`config.mk`:
```
export PLATFORM = sky130hd
export DESIGN_NAME = periodic_task_timer_table_top
export DESIGN_NICKNAME = d
export VERILOG_FILES = /design/src/design/ptt_pkg.sv /design/src/design/ptt_front.sv /design/src/design/ptt_back.sv /design/src/design/periodic_task_timer_table_top.sv
export VERILOG_INCLUDE_DIRS = /design/src /design/src/design
export SDC_FILE = /design/constraint.sdc
export NUM_CORES = 1
export LEC_CHECK = 0
export BUFFER_PORTS_ARGS = -buffer_cell sky130_fd_sc_hd__buf_2
export CAP_MARGIN = 20
export CORE_ASPECT_RATIO = 1.1
export CORE_MARGIN = 1.5
export CORE_UTILIZATION = 55
export DETAILED_ROUTE_END_ITERATION = 16
export GPL_ROUTABILITY_DRIVEN = 1
export PLACE_DENSITY = 0.71
export REMOVE_ABC_BUFFERS = 1
export SLEW_MARGIN = 25
export SYNTH_ARGS = -nofsm -noshare
export SYNTH_HDL_FRONTEND = slang
export SYNTH_SLANG_ARGS = --single-unit
export TNS_END_PERCENT = 1
```
`constraint.sdc`:
```
create_clock -name clk -period 5.7 [get_ports clk]
set_input_delay 0.57 -clock clk [delete_from_list [all_inputs] [get_ports clk]]
set_output_delay 0.57 -clock clk [all_outputs]
set_load 0.01 [all_outputs]
```
`src/design/assert_macros.svh`:
```
// Assertion macros used by the timer table top level.
`ifndef ASSERT_MACROS_SVH
`define ASSERT_MACROS_SVH

// Check that cons holds in the same cycle as ante.
`define PTT_ASSERT_IMPL(label, clk, rst_n, ante, cons, msg) \
    label: assert property (@(posedge clk) disable iff (!rst_n) (ante) |-> (cons)) \
        else $error(msg);

// Check that cons holds in the cycle after ante.
`define PTT_ASSERT_NEXT(label, clk, rst_n, ante, cons, msg) \
    label: assert property (@(posedge clk) disable iff (!rst_n) (ante) |=> (cons)) \
        else $error(msg);

`endif

```
`src/design/ptt_pkg.sv`:
```
// Types and constants of the periodic task timer table.
package ptt_pkg;

    localparam int MAX_RESULTS  = 32;
    localparam int RES_CNT_BITS = 6;

    localparam logic [1:0] OP_TICK    = 2'd0;
    localparam logic [1:0] OP_REQUEST = 2'd1;
    localparam logic [1:0] OP_RELEASE = 2'd2;

    localparam logic [2:0] KIND_GRANTED  = 3'd0;
    localparam logic [2:0] KIND_FULL     = 3'd1;
    localparam logic [2:0] KIND_RELEASED = 3'd2;
    localparam logic [2:0] KIND_WAKE     = 3'd3;
    localparam logic [2:0] KIND_IDLE     = 3'd4;

    typedef struct packed {
        logic [1:0]  operation;
        logic [7:0]  task_id;
        logic [15:0] period;
        logic [4:0]  slot;
    } req_t;

    typedef struct packed {
        logic [2:0] kind;
        logic [4:0] slot_index;
        logic [7:0] wake_task;
        logic       last;
    } rsp_t;

    typedef enum logic [1:0] {
        CMD_TICK,
        CMD_REQUEST,
        CMD_RELEASE,
        CMD_NOP
    } cmd_t;

    typedef struct packed {
        cmd_t        cmd;
        logic [7:0]  task_id;
        logic [15:0] period;
        logic [4:0]  slot;
    } cmd_entry_t;

    typedef struct packed {
        logic       valid;
        cmd_entry_t entry;
    } queue_head_t;

    typedef enum logic [1:0] {
        ST_IDLE,
        ST_SCAN,
        ST_FINISH
    } back_state_t;

endpackage

```
`src/design/ptt_front.sv`:
```
// Request intake: decodes each request into a command and queues it for the back end.
module ptt_front
(
    input  logic                 clk,
    input  logic                 rst_n,
    input  logic                 start,
    input  ptt_pkg::req_t        req,
    output logic                 busy,
    input  logic                 pop,
    output ptt_pkg::queue_head_t head
);

    ptt_pkg::cmd_entry_t ent_reg [2];
    ptt_pkg::cmd_entry_t new_ent;
    logic                wr_ptr_reg;
    logic                wr_ptr_next;
    logic                rd_ptr_reg;
    logic                rd_ptr_next;
    logic [1:0]          cnt_reg;
    logic [1:0]          cnt_next;
    logic                accept;
    logic                do_pop;

    assign busy   = (cnt_reg == 2'd2);
    assign accept = start && !busy;
    assign do_pop = pop && (cnt_reg != 2'd0);

    always_comb
    begin
        new_ent         = '0;
        new_ent.task_id = req.task_id;
        new_ent.period  = req.period;
        new_ent.slot    = req.slot;
        case (req.operation)
            ptt_pkg::OP_TICK:    new_ent.cmd = ptt_pkg::CMD_TICK;
            ptt_pkg::OP_REQUEST: new_ent.cmd = ptt_pkg::CMD_REQUEST;
            ptt_pkg::OP_RELEASE: new_ent.cmd = ptt_pkg::CMD_RELEASE;
            default:             new_ent.cmd = ptt_pkg::CMD_NOP;
        endcase
    end

    always_comb
    begin
        wr_ptr_next = accept ? !wr_ptr_reg : wr_ptr_reg;
        rd_ptr_next = do_pop ? !rd_ptr_reg : rd_ptr_reg;
        cnt_next    = cnt_reg + {1'b0, accept} - {1'b0, do_pop};
    end

    always_ff @(posedge clk or negedge rst_n)
    begin
        if (!rst_n)
        begin
            wr_ptr_reg <= 1'b0;
            rd_ptr_reg <= 1'b0;
            cnt_reg    <= 2'd0;
        end
        else
        begin
            wr_ptr_reg <= wr_ptr_next;
            rd_ptr_reg <= rd_ptr_next;
            cnt_reg    <= cnt_next;
        end
    end

    always_ff @(posedge clk)
    begin
        if (accept)
        begin
            ent_reg[wr_ptr_reg] <= new_ent;
        end
    end

    assign head.valid = (cnt_reg != 2'd0);
    assign head.entry = ent_reg[rd_ptr_reg];

endmodule

```
`src/design/ptt_back.sv`:
```
// Command execution: slot memory, scan sequencer and result register.
module ptt_back
#(
    parameter int SLOTS      = 32,
    parameter int TASK_BITS  = 8,
    parameter int COUNT_BITS = 16
)
(
    input  logic                 clk,
    input  logic                 rst_n,
    input  ptt_pkg::queue_head_t head,
    output logic                 pop,
    output logic                 res_valid,
    output ptt_pkg::rsp_t        res
);

    localparam int IDX_BITS = (SLOTS > 1) ? $clog2(SLOTS) : 1;
    localparam int ISS_BITS = $clog2(SLOTS + 1);
    localparam int ENT_W    = TASK_BITS + 2 * COUNT_BITS;
    localparam logic [ISS_BITS-1:0] ISS_END  = ISS_BITS'(SLOTS);
    localparam logic [IDX_BITS-1:0] IDX_LAST = IDX_BITS'(SLOTS - 1);
    localparam logic [8:0]          SLOT_LIM = 9'(SLOTS);
    localparam logic [ptt_pkg::RES_CNT_BITS-1:0] WAKE_CAP =
        ptt_pkg::RES_CNT_BITS'(ptt_pkg::MAX_RESULTS);

    function automatic ptt_pkg::rsp_t make_rsp(
        input logic [2:0] kind,
        input logic [4:0] idx,
        input logic [7:0] task_id,
        input logic       last
    );
        ptt_pkg::rsp_t r;
        r.kind       = kind;
        r.slot_index = idx;
        r.wake_task  = task_id;
        r.last       = last;
        return r;
    endfunction

    logic [ENT_W-1:0]          mem [SLOTS];
    logic [ENT_W-1:0]          rd_data_reg;
    logic                      rd_ok_reg;

    ptt_pkg::back_state_t      state_reg;
    ptt_pkg::back_state_t      state_next;
    ptt_pkg::cmd_entry_t       cur_reg;
    logic                      cur_load;
    logic [ISS_BITS-1:0]       iss_reg;
    logic [ISS_BITS-1:0]       iss_next;
    logic                      stg_vld_reg;
    logic                      stg_vld_next;
    logic [IDX_BITS-1:0]       stg_idx_reg;
    logic [IDX_BITS-1:0]       stg_idx_next;
    logic [SLOTS-1:0]          valid_reg;
    logic [SLOTS-1:0]          valid_next;
    logic [ptt_pkg::RES_CNT_BITS-1:0] wake_cnt_reg;
    logic [ptt_pkg::RES_CNT_BITS-1:0] wake_cnt_next;
    logic                      pend_vld_reg;
    logic                      pend_vld_next;
    logic [IDX_BITS-1:0]       pend_idx_reg;
    logic [IDX_BITS-1:0]       pend_idx_next;
    logic [TASK_BITS-1:0]      pend_task_reg;
    logic [TASK_BITS-1:0]      pend_task_next;
    logic                      res_valid_reg;
    logic                      res_valid_next;
    ptt_pkg::rsp_t             res_reg;
    ptt_pkg::rsp_t             res_next;

    logic                      rd_en;
    logic [IDX_BITS-1:0]       rd_addr;
    logic                      wr_en;
    logic [IDX_BITS-1:0]       wr_addr;
    logic [ENT_W-1:0]          wr_data;

    logic [ENT_W-1:0]          ent_d;
    logic [TASK_BITS-1:0]      task_q;
    logic [COUNT_BITS-1:0]     reload_q;
    logic [COUNT_BITS-1:0]     count_q;
    logic                      is_tick;
    logic                      is_req;
    logic                      proc;
    logic                      found;
    logic                      at_end;
    logic                      cap_ok;
    logic [TASK_BITS+7:0]      task_in_ext;
    logic [TASK_BITS-1:0]      task_in;
    logic [COUNT_BITS+15:0]    per_in_ext;
    logic [COUNT_BITS-1:0]     per_in;
    logic [IDX_BITS+4:0]       rel_idx_ext;
    logic [IDX_BITS-1:0]       rel_idx;
    logic                      rel_in_range;
    logic [IDX_BITS+4:0]       stg_idx_ext;
    logic [IDX_BITS+4:0]       pend_idx_ext;
    logic [TASK_BITS+7:0]      pend_task_ext;

    always_comb
    begin
        ent_d         = rd_ok_reg ? rd_data_reg : '0;
        task_q        = ent_d[ENT_W-1 -: TASK_BITS];
        reload_q      = ent_d[2*COUNT_BITS-1 -: COUNT_BITS];
        count_q       = ent_d[COUNT_BITS-1:0];
        is_tick       = (cur_reg.cmd == ptt_pkg::CMD_TICK);
        is_req        = (cur_reg.cmd == ptt_pkg::CMD_REQUEST);
        proc          = (state_reg == ptt_pkg::ST_SCAN) && stg_vld_reg;
        found         = proc && is_req && (task_q == '0);
        at_end        = proc && (stg_idx_reg == IDX_LAST);
        cap_ok        = (wake_cnt_reg < WAKE_CAP);
        task_in_ext   = {{TASK_BITS{1'b0}}, cur_reg.task_id};
        task_in       = task_in_ext[TASK_BITS-1:0];
        per_in_ext    = {{COUNT_BITS{1'b0}}, cur_reg.period};
        per_in        = per_in_ext[COUNT_BITS-1:0];
        rel_idx_ext   = {{IDX_BITS{1'b0}}, head.entry.slot};
        rel_idx       = rel_idx_ext[IDX_BITS-1:0];
        rel_in_range  = ({4'b0, head.entry.slot} < SLOT_LIM);
        stg_idx_ext   = {5'b0, stg_idx_reg};
        pend_idx_ext  = {5'b0, pend_idx_reg};
        pend_task_ext = {8'b0, pend_task_reg};
    end

    always_comb
    begin
        state_next = state_reg;
        case (state_reg)
            ptt_pkg::ST_IDLE:
            begin
                if (head.valid && (head.entry.cmd == ptt_pkg::CMD_TICK ||
                                   head.entry.cmd == ptt_pkg::CMD_REQUEST))
                begin
                    state_next = ptt_pkg::ST_SCAN;
                end
            end
            ptt_pkg::ST_SCAN:
            begin
                if (found)
                begin
                    state_next = ptt_pkg::ST_IDLE;
                end
                else if (at_end)
                begin
                    state_next = ptt_pkg::ST_FINISH;
                end
            end
            ptt_pkg::ST_FINISH:
            begin
                state_next = ptt_pkg::ST_IDLE;
            end
            default:
            begin
                state_next = ptt_pkg::ST_IDLE;
            end
        endcase
    end

    always_comb
    begin
        pop            = 1'b0;
        cur_load       = 1'b0;
        rd_en          = 1'b0;
        rd_addr        = iss_reg[IDX_BITS-1:0];
        wr_en          = 1'b0;
        wr_addr        = stg_idx_reg;
        wr_data        = ent_d;
        valid_next     = valid_reg;
        iss_next       = iss_reg;
        stg_vld_next   = 1'b0;
        stg_idx_next   = iss_reg[IDX_BITS-1:0];
        wake_cnt_next  = wake_cnt_reg;
        pend_vld_next  = pend_vld_reg;
        pend_idx_next  = pend_idx_reg;
        pend_task_next = pend_task_reg;
        res_valid_next = 1'b0;
        res_next       = '0;
        case (state_reg)
            ptt_pkg::ST_IDLE:
            begin
                if (head.valid)
                begin
                    pop           = 1'b1;
                    cur_load      = 1'b1;
                    iss_next      = '0;
                    wake_cnt_next = '0;
                    pend_vld_next = 1'b0;
                    case (head.entry.cmd)
                        ptt_pkg::CMD_RELEASE:
                        begin
                            res_valid_next = 1'b1;
                            res_next = make_rsp(ptt_pkg::KIND_RELEASED, head.entry.slot,
                                                8'd0, 1'b1);
                            if (rel_in_range)
                            begin
                                valid_next[rel_idx] = 1'b0;
                            end
                        end
                        ptt_pkg::CMD_NOP:
                        begin
                            res_valid_next = 1'b1;
                            res_next = make_rsp(ptt_pkg::KIND_IDLE, 5'd0, 8'd0, 1'b1);
                        end
                        default:
                        begin
                        end
                    endcase
                end
            end
            ptt_pkg::ST_SCAN:
            begin
                if (iss_reg != ISS_END && !found)
                begin
                    rd_en        = 1'b1;
                    iss_next     = iss_reg + 1'b1;
                    stg_vld_next = 1'b1;
                end
                if (proc && is_tick)
                begin
                    if (count_q != '0)
                    begin
                        wr_en   = 1'b1;
                        wr_data = {task_q, reload_q, count_q - 1'b1};
                    end
                    else if (task_q != '0)
                    begin
                        wr_en   = 1'b1;
                        wr_data = {task_q, reload_q, reload_q};
                        if (cap_ok)
                        begin
                            wake_cnt_next  = wake_cnt_reg + 1'b1;
                            pend_vld_next  = 1'b1;
                            pend_idx_next  = stg_idx_reg;
                            pend_task_next = task_q;
                            if (pend_vld_reg)
                            begin
                                res_valid_next = 1'b1;
                                res_next = make_rsp(ptt_pkg::KIND_WAKE, pend_idx_ext[4:0],
                                                    pend_task_ext[7:0], 1'b0);
                            end
                        end
                    end
                end
                else if (found)
                begin
                    wr_en                   = 1'b1;
                    wr_data                 = {task_in, per_in, per_in};
                    valid_next[stg_idx_reg] = 1'b1;
                    res_valid_next          = 1'b1;
                    res_next = make_rsp(ptt_pkg::KIND_GRANTED, stg_idx_ext[4:0],
                                        8'd0, 1'b1);
                end
            end
            ptt_pkg::ST_FINISH:
            begin
                res_valid_next = 1'b1;
                if (is_tick && pend_vld_reg)
                begin
                    res_next = make_rsp(ptt_pkg::KIND_WAKE, pend_idx_ext[4:0],
                                        pend_task_ext[7:0], 1'b1);
                end
                else if (is_tick)
                begin
                    res_next = make_rsp(ptt_pkg::KIND_IDLE, 5'd0, 8'd0, 1'b1);
                end
                else
                begin
                    res_next = make_rsp(ptt_pkg::KIND_FULL, 5'd0, 8'd0, 1'b1);
                end
            end
            default:
            begin
            end
        endcase
    end

    always_ff @(posedge clk or negedge rst_n)
    begin
        if (!rst_n)
        begin
            state_reg     <= ptt_pkg::ST_IDLE;
            iss_reg       <= '0;
            stg_vld_reg   <= 1'b0;
            valid_reg     <= '0;
            wake_cnt_reg  <= '0;
            pend_vld_reg  <= 1'b0;
            res_valid_reg <= 1'b0;
        end
        else
        begin
            state_reg     <= state_next;
            iss_reg       <= iss_next;
            stg_vld_reg   <= stg_vld_next;
            valid_reg     <= valid_next;
            wake_cnt_reg  <= wake_cnt_next;
            pend_vld_reg  <= pend_vld_next;
            res_valid_reg <= res_valid_next;
        end
    end

    always_ff @(posedge clk)
    begin
        if (cur_load)
        begin
            cur_reg <= head.entry;
        end
        stg_idx_reg   <= stg_idx_next;
        pend_idx_reg  <= pend_idx_next;
        pend_task_reg <= pend_task_next;
        res_reg       <= res_next;
    end

    always_ff @(posedge clk)
    begin
        if (wr_en)
        begin
            mem[wr_addr] <= wr_data;
        end
        if (rd_en)
        begin
            rd_data_reg <= mem[rd_addr];
            rd_ok_reg   <= valid_reg[rd_addr];
        end
    end

    assign res_valid = res_valid_reg;
    assign res       = res_reg;

endmodule

```
`src/design/periodic_task_timer_table_top.sv`:
```
// Top level of the periodic task timer table: intake queue, scan back end and checks.
//
// A request is taken when start is high and busy is low; a two-entry queue holds requests
// while the back end works, so busy rises only when both entries are taken. Every result
// appears on res for one cycle with res_valid high and must be taken then. A release or an
// unknown operation is answered without a scan. A tick scans the slot memory through its
// single read port, one slot a cycle, with a registered read; its wakes come out during the
// scan in slot order, the final one marked last, or one idle result when nothing wakes. A
// slot request stops at the first free slot, or ends with a full result when the table is
// full. Reset frees every slot at once through per-slot valid flags, so no clearing pass
// follows reset.
`include "assert_macros.svh"

module periodic_task_timer_table_top
#(
    parameter int SLOTS      = 32,
    parameter int TASK_BITS  = 8,
    parameter int COUNT_BITS = 16
)
(
    input  logic          clk,
    input  logic          rst_n,
    input  logic          start,
    input  ptt_pkg::req_t req,
    output logic          busy,
    output logic          res_valid,
    output ptt_pkg::rsp_t res
);

    ptt_pkg::queue_head_t q_head;
    logic                 q_pop;

    ptt_front u_front
    (
        .clk   (clk),
        .rst_n (rst_n),
        .start (start),
        .req   (req),
        .busy  (busy),
        .pop   (q_pop),
        .head  (q_head)
    );

    ptt_back
    #(
        .SLOTS      (SLOTS),
        .TASK_BITS  (TASK_BITS),
        .COUNT_BITS (COUNT_BITS)
    )
    u_back
    (
        .clk       (clk),
        .rst_n     (rst_n),
        .head      (q_head),
        .pop       (q_pop),
        .res_valid (res_valid),
        .res       (res)
    );

    `PTT_ASSERT_NEXT(a_accept_queued, clk, rst_n, start && !busy, q_head.valid, "accepted request not queued")
    `PTT_ASSERT_IMPL(a_plain_result, clk, rst_n, res_valid && (res.kind == ptt_pkg::KIND_IDLE || res.kind == ptt_pkg::KIND_FULL), res.last && res.slot_index == 5'd0 && res.wake_task == 8'd0, "idle or full result malformed")
    `PTT_ASSERT_IMPL(a_wake_task, clk, rst_n, res_valid && res.kind == ptt_pkg::KIND_WAKE, res.wake_task != 8'd0, "wake without task id")

endmodule

```
### After elaboration in Yosys (flattened, before gate mapping)

Memory sizes are Yosys's and may differ from the RTL's. A register that Yosys moved wholly into a read port is not among the register bits.
Index checks and enable logic that the tools add are counted.

| cells by class | value |
|---|---|
| $lt $le $gt $ge | 6 |
| add/sub/neg operators | 5 |
| eq/ne operators | 22 |
| mux-type cells | 68 |
| reduce and logical (&&, ||, !) cells | 32 |
| bitwise operators | 4 |

Operators with widths:

| kind | number |
|---|---|
| 2-to-1 mux 40 bit | 4 |
| 2-to-1 mux 32 bit | 4 |
| 2-to-1 mux 17 bit | 7 |
| case mux 32 bit (2 select lines) | 1 |
| case mux 17 bit (3 select lines) | 1 |
| 2-to-1 mux 16 bit | 3 |
| 2-to-1 mux 6 bit | 6 |
| case mux 17 bit (2 select lines) | 1 |
| bitwise AND 32 bit | 1 |
| inverter 32 bit | 1 |
| OR 32 bit | 1 |
| 2-to-1 mux 1 bit | 28 |
| case mux 6 bit (2 select lines) | 2 |
| < comparator 5 x 6 -> 1 bit (second input constant) | 3 |
| nonzero test 16 bit | 1 |
| subtractor 16 x 1 -> 16 bit (second input constant) | 1 |
| 2-to-1 mux 14 bit | 1 |
| adder 6 x 1 -> 6 bit (second input constant) | 2 |
| logical AND 1 bit | 12 |
| demux 1 bit (select 5 bit) | 2 |
| == test 2 bit (second input constant) | 5 |
| greater-or-equal comparator 5 x 1 -> 1 bit (second input constant) | 2 |
| inequality test 2 x 1 -> 1 bit (second input constant) | 5 |
| inequality test 2 bit (second input constant) | 5 |
| other kinds (25) | 38 |

| storage, ports and cells | value |
|---|---|
| memories kept | 2 |
| word-level logic and storage cells | 160 |
| memory bits (writable) | 1,342 |
| bits in registers | 115 |
| output and inout port bits | 19 |

Memories:

| memory | words | bits a word | rd ports | clocked after memory_dff | wr ports | RTL line | text |
|---|---|---|---|---|---|---|---|
| u_back.mem | 32 | 40 | 1 | 1 | 1 | ptt_back.sv:40 | `logic [ENT_W-1:0] mem [SLOTS];` |
| u_front.ent_reg | 2 | 31 | 1 | 0 | 1 | ptt_front.sv:13 | `ptt_pkg::cmd_entry_t ent_reg [2];` |

### Logic depth before layout (Yosys ltp)

An unclocked memory read counts as a cell.

| depth | value |
|---|---|
| word-level depth | 10 |
| mapped depth | 10 |
| gate-level depth less buffers | 8 |

### Cells and area by module

From an unflattened synthesis, not the netlist that was laid out.

| unflattened totals | value |
|---|---|
| cells, all modules | 2,679 |
| area, all modules | 58,016.9 um^2 |

Modules (own cells, without submodules):

| module | times used | seq. area each (um^2) | area each (um^2) | cells an instance |
|---|---|---|---|---|
| ptt_back | 1 | 42,505.8 | 55,535.8 | 2,562 |
| ptt_front | 1 | 1,961.9 | 2,481.1 | 117 |

### Worst setup path after synthesis

No wires, ideal clock.

| path | value |
|---|---|
| path kind | register to register |
| from | register u_back.rd_ok_reg |
| to | memory u_back.mem[13][0] (netlist name) (enable) |
| setup slack | 1,466 ps |
| period minus slack after synthesis | 4,234 ps |
| buffers on the path | 3 |
| setup time | 437 ps |
| cell stages (with the launch flop) | 9 |
| arrival | 3,796 ps |
| cells stage by stage | edfxtp_1 -> clkbuf_1 -> clkbuf_1 -> nand2_1 -> ha_1 -> clkbuf_1 -> a31oi_1 -> o21ai_2 -> nor2_1 |

| between the ends | value |
|---|---|
| word-level cells in the longest chain between the ends | 8 |

Ends and longest elaborated chain:

| what | RTL line | text |
|---|---|---|
| start, declared | ptt_back.sv:42 | `logic rd_ok_reg;` |
| start signal, assigned | ptt_back.sv:317 | `rd_ok_reg <= valid_reg[rd_addr];` |
| 2-to-1 mux 40 bit (*) | ptt_back.sv:98 | `ent_d = rd_ok_reg ? rd_data_reg : '0;` |
| nonzero test 8 bit or logical NOT 8 bit (tied branches) | ptt_back.sv:220, ptt_back.sv:105 |  |
| 2-to-1 mux 1 bit or logical AND 1 bit (tied branches) | ptt_back.sv:220, ptt_back.sv:105 |  |
| 2-to-1 mux 1 bit, on equally long branches | ptt_back.sv:215, ptt_back.sv:239 |  |
| 2-to-1 mux 1 bit (*) | ptt_back.sv:213 | `if (proc && is_tick)` |
| 2-to-1 mux 1 bit (*) | ptt_back.sv:173 | `case (state_reg)` |
| 2-to-1 mux 1 bit (*) | ptt_back.sv:310 | `if (wr_en)` |
| 2-to-1 mux 1 bit (implied by the code) (*) | ptt_back.sv:312 | `mem[wr_addr] <= wr_data;` |
| end, declared | ptt_back.sv:40 |  |

Every way passes the cells marked *; elsewhere a longest branch is shown, timed or not.

### Worst setup path after layout

| path | value |
|---|---|
| from | register u_back.state_reg[0] |
| to | memory u_back.mem[14][18] (netlist name) (enable) |

| between the ends | value |
|---|---|
| word-level cells in the longest chain between the ends | 9 |

Ends and longest elaborated chain:

| what | RTL line | text |
|---|---|---|
| start, declared | ptt_back.sv:44 | `ptt_pkg::back_state_t state_reg;` |
| start signal, assigned | ptt_back.sv:276 | `state_reg <= ptt_pkg::ST_IDLE;` |
| start signal, assigned | ptt_back.sv:286 | `state_reg <= state_next;` |
| == test 2 x 1 -> 1 bit (*) | ptt_back.sv:104, ptt_back.sv:173 |  |
| logical AND 1 bit | ptt_back.sv:104 | `proc = (state_reg == ptt_pkg::ST_SCAN) && stg_vld_reg;` |
| logical AND 1 bit (2 in series) | ptt_back.sv:105 | `found = proc && is_req && (task_q == '0);` |
| 2-to-1 mux 1 bit | ptt_back.sv:239 | `else if (found)` |
| 2-to-1 mux 1 bit | ptt_back.sv:213 |  |
| 2-to-1 mux 1 bit (*) | ptt_back.sv:173 |  |
| 2-to-1 mux 1 bit (*) | ptt_back.sv:310 |  |
| 2-to-1 mux 1 bit (implied by the code) (*) | ptt_back.sv:312 |  |

Marked as above.

==> results by group <==
Run status
  – Status: complete, no violations

Synth
  – Mapped Cells: between 2,000 and 3,000
  – Yosys reg bits: ~1,500
  – Post-synth cell types: 70
  – Total of warnings raised by yosys: 0
  – Top FF cell, synth: edfxtp_1
  – Netlist Area Pre-Place: 57,800 um^2
  – Yosys top cell area share: 73.9%
  – Post-synth EDFFs: 1,422
  – Synth async-reset ratio: 3.54%
  – Synth area leader: edfxtp_1
  – Sequential-to-total area share from yosys stat: between 70 and 80%
  – Top post-synthesis cells by area: edfxtp_1 (74%), mux4_2 (16%), dfrtp_1 (2.3%)
  – Mapped Avg Cell Area: 22.5 um^2

Clock network
  – CTS buffer count: around 140
  – Clock slew at reported path FFs: around 0.070 ns
  – Longest Clk Path Bufs: 3
  – CTS tree: yes
  – CTS Sinks: about 1,500
  – H-tree depth: 4
  – Worst skew pair latency: 0.75 ns
  – Clk root buf: clkbuf_16

Drt
  – Drt pass-1 iters: 7
  – Total number of vias: 28,100
  – Via density: ~6.6
  – Iter 0 DRT Violations: 3,822
  – Drt drc: 0
  – Final wirelength: between 100,000 and 150,000 um
  – DR WL/cell: between 30 and 40 um
  – Final ANT Viol Nets: 0

STA
  – Setup Skew: slightly above 0.03 ns
  – Slew Viols, Final: 0
  – Setup_tns: 0 ns
  – Fin crit share: about 81%
  – Max frequency: 217 MHz
  – Unrepaired setup endpoints after global routing: false
  – Final setup violating endpoints: 0
  – Slew HR: ~28%
  – Worst-Margin Slew: 1.08 ns
  – Fin. Hold Viols: 0
  – WHS: roughly 0.041 ns
  – Minimum clock period: roughly 4.6 ns

Final layout
  – Most frequent cells in the layout: edfxtp_1 (1,422), mux4_2 (410), clkbuf_16 (149)
  – Max FFs per register: approximately 1,300
  – Storage cell area: about 44,000 um^2
  – Multi-input gate area: 13,100 um^2
  – Area grow syn2layout: 13.6%
  – Final #Nets: 2,788
  – Post-route cell area: approximately 66,000 um^2
  – Commonest non-fill, non-tap cell in the layout: edfxtp_1
  – Share of layout cells above drive strength 1: around a third
  – Post-layout util: a little over three fifths
  – Number of fill cells in the layout: between 6,000 and 7,000

Placed design
  – GP Congestion: slightly below 0.9
  – I/O Buffers: 52
  – DP Wirelength: 86,400 um
  – Area post-placement: slightly above 60,000 um^2

Power
  – PD cells: 524 nW/um^2
  – Total power: 34,400 uW
  – VDD IR max: a little over 0.0003 V
  – Leakage: 0.0210 uW

Global route
  – Gr ovfl total: 0
  – Vias in the first global route: around 28,000
  – Total GRT Usage: between 20% and 30%
  – First-pass GRT wire length: a little over 200,000 um
  – Largest net degree at the start of global routing: 82
  – Initial antenna violation count: 3

Critical path
  – Crit path from: u_back.state_reg[0]
  – Worst r2r src: u_back.state_reg[0]
  – R2r setup slk: roughly 1.1 ns
  – Worst Setup End Kind: register
  – Critical setup path kind: register to register
  – CP required: 6.12 ns
  – R2R cell count: 6
  – Max Fanout on Critical Path: 27
  – Startpoint class of the critical path: register
  – Critical Path AT: 5.03 ns

Floorplanning
  – Die W: around 310 um
  – Core Rows: roughly 120
  – Core area: 104,000 um^2
  – Die area: 107,000 um^2
  – Initial cell density of the core: between 50% and 60%
  – Die height: between 300 and 400 um
  – # IOs: 53

Hold path
  – Worst Hold Launch: req[24]
  – Hold Path Depth: 1
  – Worst hold path type: input pin to register

Job
  – Max_cap viols: 0
path summary, 6_finish.rpt:
kind	endpoint
setup / recovery	u_back.mem[14][18]
hold / removal	u_front.ent_reg[0][24]
setup reg to reg	u_back.mem[14][18]
hold reg to reg	u_back.res[8]
max in group asynchronous	u_back.iss_reg[2]
min in group asynchronous	u_back.wake_cnt_reg[4]
per-layer routing:
layer  vias to the layer above  GRT usage (%)  part of all wire [%]
li1                      11300              -                     -
met1                     15000           37.2                    38
met2                      1551           44.0                    50
met3                       259           4.30                   8.1
met4                         6           9.46                   3.5
met5                         -              0                 0.028
cells by family (layout without fill, tap and decap cells):
group / Yosys count / count (layout) / share of synthesized area (%)
other cells: 0 / 1 / 0
fa+ha+maj: 6 / 6 / 0.130
flops: 1497 / 1497 / 76.9
buf+inv: 153 / 443 / 1.05
xor+xnor: 7 / 7 / 0.106
mux: 485 / 485 / 17.4
simple gates: 212 / 212 / 1.93
compound gates: 208 / 208 / 2.43
power by group:
group	switching, uW	internal (uW)
sequential	651	14500
clock	3950	5570
combinational	6030	3680
critical path: stages, from the launching register on:
cell	delay [ns]
dfrtp_1	0.48
nor2b_1	0.36
nand3_1	0.72
a31oi_1	0.89
o21ai_2	0.44
nor2_4	0.92
buf_4	0.40
Yosys cell counts, types with 8 or more instances:
library cell / instances
a21o_1: 13
a22oi_1: 12
o31ai_1: 8
nor2_1: 66
buf_2: 14
a21oi_1: 58
nand2_1: 38
dfrtp_1: 53
clkbuf_1: 104
and3_1: 8
inv_1: 10
a31oi_1: 40
a22o_1: 13
mux4_2: 410
nor3_1: 10
nand3_1: 11
and2_1: 19
edfxtp_1: 1422
buf_1: 22
or3_1: 9
mux2_2: 68
dfxtp_1: 22
o21ai_0: 25
through the flow:
step	setup slack [ns]	std cells
6_report	1.09	4245
5_1_grt	0.951	4244
3_3_place_gp	1.34	3958
3_5_place_dp	1.13	3969
2_1_floorplan	-8.40	2426
4_1_cts	1.10	4242
cell type report:
class / count / area share (%)
sequential: 1497 / 67.8
multi-input combinational: 918 / 19.9
clock buffer: 179 / 5.88
tap: 1386 / 2.64
timing repair buffer: 177 / 2.47
clock inverter: 76 / 1.25
inverter: 11 / 0.0629
antenna: 1 / 0.00381
repair_timing:
item	4_1_cts	5_1_grt
endpoints found under the hold margin	86	0
resized for setup	0	0
hold buffers	18	0
endpoints found under the setup margin	0	0
setup buffers	0	0
(Power assumes the default switching activity.)
